`config.mk`:
```
export PLATFORM = sky130hd
export DESIGN_NAME = btc_merge_flat
export DESIGN_NICKNAME = d
export VERILOG_FILES = /design/src/btc_pkg.sv /design/src/btc_if.sv /design/src/btc_merge.sv /design/src/flat_wrapper.sv
export SDC_FILE = /design/constraint.sdc
export NUM_CORES = 1
export LEC_CHECK = 0
export BUFFER_PORTS_ARGS = -buffer_cell sky130_fd_sc_hd__buf_2
export CAP_MARGIN = 5
export CORE_MARGIN = 1.5
export CORE_UTILIZATION = 54
export CTS_CLUSTER_DIAMETER = 80
export DETAILED_ROUTE_END_ITERATION = 10
export GPL_TIMING_DRIVEN = 0
export PLACE_DENSITY = 0.88
export SETUP_SLACK_MARGIN = 0.02
export SYNTH_ARGS = -nofsm -noshare
export SYNTH_HDL_FRONTEND = slang
export SYNTH_SLANG_ARGS = --single-unit
```
`constraint.sdc`:
```
create_clock -name clk -period 2.7 [get_ports clk]
set_input_delay 0.135 -clock clk [delete_from_list [all_inputs] [get_ports clk]]
set_output_delay 0.135 -clock clk [all_outputs]
set_load 0.01 [all_outputs]
```
`src/btc_pkg.sv`:
```
// Package: sizes, payload types and helpers for the boxcar threshold block
`default_nettype none
package btc_pkg;
  localparam int LANES    = 8;
  localparam int PIXELS   = 256;
  localparam int WIDTHS   = 16;
  localparam int GROUPS   = PIXELS / LANES;
  localparam int DEPTH    = WIDTHS - 1;
  localparam int SUM_W    = 24;
  localparam int SAMPLE_W = 16;
  localparam int GROUP_W  = 5;
  localparam int LANE_W   = 3;
  localparam int CAND_W   = 23;
  localparam int ADDR_W   = (GROUPS > 1) ? $clog2(GROUPS) : 1;

  typedef logic signed [SUM_W-1:0]    sum_t;
  typedef logic signed [SAMPLE_W-1:0] sample_t;
  typedef sum_t [DEPTH-1:0]           hist_t;

  typedef struct packed {
    sample_t [7:0]      sample;
    logic [GROUP_W-1:0] pixel_group;
    logic               clear_history;
  } in_item_t;

  typedef struct packed {
    logic [CAND_W-1:0]  candidate_value;
    logic [LANE_W-1:0]  lane_index;
    logic [GROUP_W-1:0] group_index;
    logic               last_of_item;
  } out_item_t;

  // Per-lane finding handed to the merge stage
  typedef struct packed {
    logic              hit;
    logic [CAND_W-1:0] value;
  } lane_res_t;
endpackage
`default_nettype wire

```
`src/btc_if.sv`:
```
// Valid/ready channel interfaces for input and result transactions
`default_nettype none


interface btc_out_if import btc_pkg::*; ();
  logic      valid;
  logic      ready;
  out_item_t data;
  modport source (output valid, output data, input ready);
  modport sink   (input valid, input data, output ready);
endinterface

`default_nettype wire

```
`src/btc_merge.sv`:
```
// Merge stage: walks the lane hits of one transaction and emits candidates
`default_nettype none
module btc_merge import btc_pkg::*; (
  input  wire logic               clk,
  input  wire logic               rst_n,
  input  wire logic               load,      // new lane results arrive
  input  wire lane_res_t [LANES-1:0] res,
  input  wire logic [GROUP_W-1:0] group,
  output logic                    busy,      // holds lane results not yet drained
  output logic                    will_free, // drains completely this cycle
  btc_out_if.source               out
);
  logic [LANES-1:0] pend_r, pend_nxt;
  logic [GROUP_W-1:0] grp_r;
  logic [CAND_W-1:0] val_r [LANES];
  logic [LANE_W-1:0] sel;
  logic [LANES-1:0] rest;

  always_comb begin
    sel = '0;
    for (int i = LANES-1; i >= 0; i--) if (pend_r[i]) sel = LANE_W'(i);
    rest = pend_r;
    rest[sel] = 1'b0;
    pend_nxt = pend_r;
    if (out.valid && out.ready) pend_nxt = rest;
  end

  assign busy      = |pend_r;
  assign will_free = (pend_nxt == '0);
  assign out.valid = |pend_r;
  assign out.data.candidate_value = val_r[sel];
  assign out.data.lane_index      = sel;
  assign out.data.group_index     = grp_r;
  assign out.data.last_of_item    = (rest == '0);

  always_ff @(posedge clk) begin
    if (!rst_n) pend_r <= '0;
    else if (load) begin
      for (int i = 0; i < LANES; i++) pend_r[i] <= res[i].hit;
    end else pend_r <= pend_nxt;
  end
  always_ff @(posedge clk) begin
    if (load) begin
      grp_r <= group;
      for (int i = 0; i < LANES; i++) val_r[i] <= res[i].value;
    end
  end

  a_last: assert property (@(posedge clk) disable iff (!rst_n)
    out.valid && out.data.last_of_item |-> $onehot(pend_r)) else $error("last flag");
  a_drain: assert property (@(posedge clk) disable iff (!rst_n)
    out.valid && out.ready && !load |=> $countones(pend_r) == $countones($past(pend_r)) - 1)
    else $error("drain");
  a_noload: assert property (@(posedge clk) disable iff (!rst_n)
    load |-> !busy || will_free) else $error("overwrite");
endmodule
`default_nettype wire

```
`src/flat_wrapper.sv`:
```
// flat-port wrapper written by rule: the top's interface ports become plain ports
module btc_merge_flat import btc_pkg::*;
  (clk, rst_n, load, res, group, busy, will_free, out_valid, out_data, out_ready);
  btc_out_if out_i ();
  input  wire logic clk;
  input  wire logic rst_n;
  input  wire logic load;
  input  wire lane_res_t [LANES-1:0] res;
  input  wire logic [GROUP_W-1:0] group;
  output logic busy;
  output logic will_free;
  output wire logic [$bits(out_i.valid)-1:0] out_valid;
  output wire logic [$bits(out_i.data)-1:0] out_data;
  input wire logic [$bits(out_i.ready)-1:0] out_ready;
  assign out_valid = out_i.valid;
  assign out_data = out_i.data;
  assign out_i.ready = out_ready;
  btc_merge u_core (.clk(clk), .rst_n(rst_n), .load(load), .res(res), .group(group), .busy(busy), .will_free(will_free), .out(out_i));
endmodule
```
==> results of run 1 <==
[cell families after synthesis]
kind of cell	count (synthesis)
DFF	197
and+or+nand+nor	105
adders and majority gates	1
buffers and inverters	44
AOI/OAI and AO/OA	137
muxes	24
[per-stage QoR]
stage	hold WS, ns	setup TNS (ns)	util, %	std cells
floorplan	0.234	0	-	508
detailed placement	0.313	-0.00338	66.2	924
global placement	0.311	-137.01	65.9	923
==> impl_results.md, run 1 <==
* Synth cell types at 47
* Synth area leaders: edfxtp_1, o221ai_1, mux2_2, dfxtp_1, nand2_1
* Synth Instances at 508
* Synth Area in XOR/XNOR at 0%
* Synthesized area at 7860 um2
* Die H at 124 um
* Async SR Flop Fraction at 0%
* Most frequent cell after synthesis: edfxtp_1
* IO buf count at 235
* Placed inst area at 9290 um2
* Post-DP HPWL at 14,600 um
* Synth Area in Compound Gates at 13.0%
* Tool error: [ERROR RSZ-0060] Max buffer count reached.
* Placement Setup Slack at -0.00338 ns
* Max Root-Sink Buffers at 2
* Post-synth top area cell: edfxtp_1
* Post-synth top area share at 72.3%
* CTS resizes at 29
* Post-synth top flop: edfxtp_1
* H-tree levels at 4
* Root buf cell: clkbuf_16
* Syn Nets at 709
* Cell row count at 43
* Post-synth EDFFs at 189
* Synth warnings at 0
* Hold-fix buffers at CTS at 193
* Final GP Congestion at 0.888
* Synth Area in Simple Gates at 6.77%
* Mean Syn Cell Area at 15.5 um2
* Post-CTS Setup Inserts at 0
* IO Count at 236
* Status: stopped before the end
* Seq/Total Area, Yosys at 74.3%
* Clock buffer count from CTS at 17
* Multiplexer area fraction after synthesis at 3.33%
* Die Width at 124 um
* Most frequent cells after synthesis: edfxtp_1, o221ai_1, nand2_1
* Initial Util at 55.9%
* Synth Area in Adders at 0.127%
* Stage reached: 4_1_cts
* Clk sink count at 197
* Main combinational cell family by area after synthesis: compound AO/OA/AOI/OAI gates
* Flops & latches, synth at 197
==> inputs of run 2 (changes only) <==
CORE_UTILIZATION = 39   (was 54)
CTS_CLUSTER_DIAMETER = default   (was 80)
PLACE_DENSITY = default   (was 0.88)
PLACE_DENSITY_LB_ADDON = 0.15   (was default)
SETUP_SLACK_MARGIN = default   (was 0.02)
==> impl_results.md, run 2 <==
* Commonest non-fill, non-tap cell in the layout: buf_2
* Flops & latches, synth at 197
* Maximum Capacitance Violations at 0
* Placement Setup Slack at -0.0248 ns
* Top Registers: u_core.val_r (184), u_core.pend_r (8), u_core.grp_r (5)
* CTS tree: built
* P&R area growth vs syn at 55.6%
* Grt ovf at 0
* Post-synth EDFFs at 189
* Synth Instances at 508
* Most frequent cells in the layout: buf_2, dlygate4sd3_1, edfxtp_1
* Total GRT Usage at 22.2%
* Async SR Flop Fraction at 0%
* Logic pwr share at 17.2%
* Post-synth top area cell: edfxtp_1
* Post-synth top area share at 72.3%
* Multiplexer area fraction after synthesis at 3.33%
* Clock network fraction of design power at 34.3%
* Crit path cell chain: and2b_2 > o311ai_4 > buf_4 > buf_2 > mux2_2 > nand2_1 > nand4b_1 > buf_2
* Main combinational cell family by area after synthesis: compound AO/OA/AOI/OAI gates
* Reg clk slew, reported paths at 0.08 ns
* DR iter-0 viols at 362
* Post-synth top flop: edfxtp_1
* Synth Area in Simple Gates at 6.77%
* Final nets at 1,170
* Most frequent cell after synthesis: edfxtp_1
* Fin Setup TNS at 0 ns
* CP endpoint kind: primary output
* Initial Util at 40.1%
* Tmin final at 2.63 ns
* Synth Area in Adders at 0.127%
* Synthesized area at 7860 um2
* Internal at 5.59 mW
* Cell row count at 51
* IO buf count at 235
* CP max stage cell: dfxtp_4
* Pre-antenna DRT Iters at 5
* Max Root-Sink Buffers at 2
* Die Width at 145 um
* Core footprint at 19,600 um2
* Startpoint types: register
* Sequential share of power at 48.5%
* Seq/Total Area, Yosys at 74.3%
* Initial antenna violation count at 0
* F_max at 380 MHz
* Most flops, register: u_core.val_r
* Syn Nets at 709
* Final number of setup-violating endpoints at 0
* Mean Syn Cell Area at 15.5 um2
* IO Count at 236
* Hold Path Origin: res[47]
* Root buf cell: clkbuf_16
* Share of cells above drive strength 1 at 34.6%
* RR Startpoint: u_core.pend_r[6]$_SDFF_PN0_
* Final period util at 97.3%
* Synth warnings at 0
* Clk sink count at 197
* Switching Share at 26.3%
* Synth Area in Compound Gates at 13.0%
* Clock buffer count from CTS at 17
* Least-Margin Pin Slew at 0.931 ns
* DP Cell Count at 1,010
* Kind of critical path: register to primary output
* Placed inst area at 9410 um2
* Finished Cell Area at 12,200 um2
* RSZ-0062 raised after global routing: yes
* Most used cell, CP: buf_2
* Largest net degree at the start of global routing at 117
* Synth Area in XOR/XNOR at 0%
* Critical Path RT at 2.57 ns
* Post-route setup slack at 0.0716 ns
* Worst Skew at 0.000492 ns
* Via-per-instance ratio at 5.03
* Worst setup startpoint: u_core.pend_r[6]$_SDFF_PN0_
* HP Class: primary input to register
* CP arrival at 2.49 ns
* Final Non-Filler Cells at 1,247
* Final wirelength at 23,100 um
* Final-report hold violation count at 0
* Routed Antenna Nets at 0
* Max FO, Critical Path at 9
* Post-DP HPWL at 14,400 um
* Antenna fix cells at 0
* DIE AREA at 21,000 um2
* Final GP Congestion at 0.855
* Max Slew Vio Count at 0
* Synth area leaders: edfxtp_1, o221ai_1, mux2_2, dfxtp_1, nand2_1
* Slowest stage delay, CP at 0.41 ns
* Die H at 145 um
* First-pass GRT wire length at 35,400 um
* Vias in the first global route at 6,591
* Vias at 6,269
* H-tree levels at 4
* Net Sw Power at 1.99 mW
* Worst-Skew Late Latency at 0.44 ns
* Most frequent cells after synthesis: edfxtp_1, o221ai_1, nand2_1
* Max IR drop VDD at 0.434 mV
* Synth cell types at 47
* Status: finished, final reports clean
* Largest register FFs at 184
* Leakage at 4.82 nW
* Number of remaining DRC errors at 0
* PwrDens at 620 nW/um2
* Slew Limit Headroom at 38.0%
* Wire per inst at 18.5 um
[run 2: per-layer routing]
layer | global-route usage, % | wire (um)
met4 | 6.55 | 327
met1 | 27.3 | 9390
met3 | 4.91 | 1400
met5 | 0 | 0
met2 | 39.1 | 12000
[run 2: area by class of cell]
class / count / area (um2)
Tap cell: 265 / 332
Multi-Input combinational cell: 267 / 1930
Clock buffer: 17 / 425
Sequential cell: 197 / 5840
Fill cell: 1521 / 7370
Inverter: 12 / 45.0
Timing Repair Buffer: 444 / 3280
Buffer: 30 / 178
Clock inverter: 15 / 186
[run 2: critical path: cells and delay by family (launching register included)]
family / cells / cell delay, ns
flops: 1 / 0.41
simple gates: 3 / 0.46
buf+inv: 3 / 0.56
mux: 1 / 0.36
compound gates: 1 / 0.25
[run 2: kinds of logic (layout without fill, tap and decap cells)]
family	Yosys count	count (layout)
AO/OA/AOI/OAI	137	137
adder cells (fa/ha/maj)	1	1
buffers and inverters	44	518
flip-flops	197	197
multiplexers	24	24
AND/OR/NAND/NOR	105	105
[run 2: what timing repair did]
item | in CTS | in global routing
resized for setup | 38 | 15
endpoints found under the setup margin | 24 | 24
endpoints found under the hold margin | 197 | 0
setup buffers | 2 | 4
pin swaps | 1 | 1
hold buffers | 200 | 0
gates cloned | 1 | 0
[run 2: power by group through the flow]
stage | clock (mW) | sequential, mW | combinational [mW]
finish | 2.60 | 3.68 | 1.30
global route | 2.77 | 3.70 | 1.40
CTS | 2.65 | 3.68 | 1.28
detailed placement | 0 | 3.75 | 1.00
global placement | 0 | 3.75 | 0.976
floorplan | 0 | 3.73 | 0.503
[run 2: per-stage QoR]
step / hold slack [ns] / total power, mW / utilization [%]
after floorplan: 0.234 / 4.23 / -
after global placement: 0.311 / 4.73 / 47.8
after detailed placement: 0.313 / 4.75 / 48.0
after CTS: 0.00296 / 7.61 / 62.1
after global routing: 0.0448 / 7.87 / 62.4
final: 0.0143 / 7.58 / 62.4
[run 2: final timing paths]
kind                                               endpoint  slack (ns)  cells past startpoint
worst min register to register  u_core.pend_r[3]$_SDFF_PN0_        0.91                      4
worst max-delay path                           out_data[29]        0.07                      8
worst max register to register  u_core.pend_r[4]$_SDFF_PN0_        0.33                      8
worst min-delay path            u_core.pend_r[1]$_SDFF_PN0_        0.01                      4
Note: power is estimated with default switching activity, not from simulation.
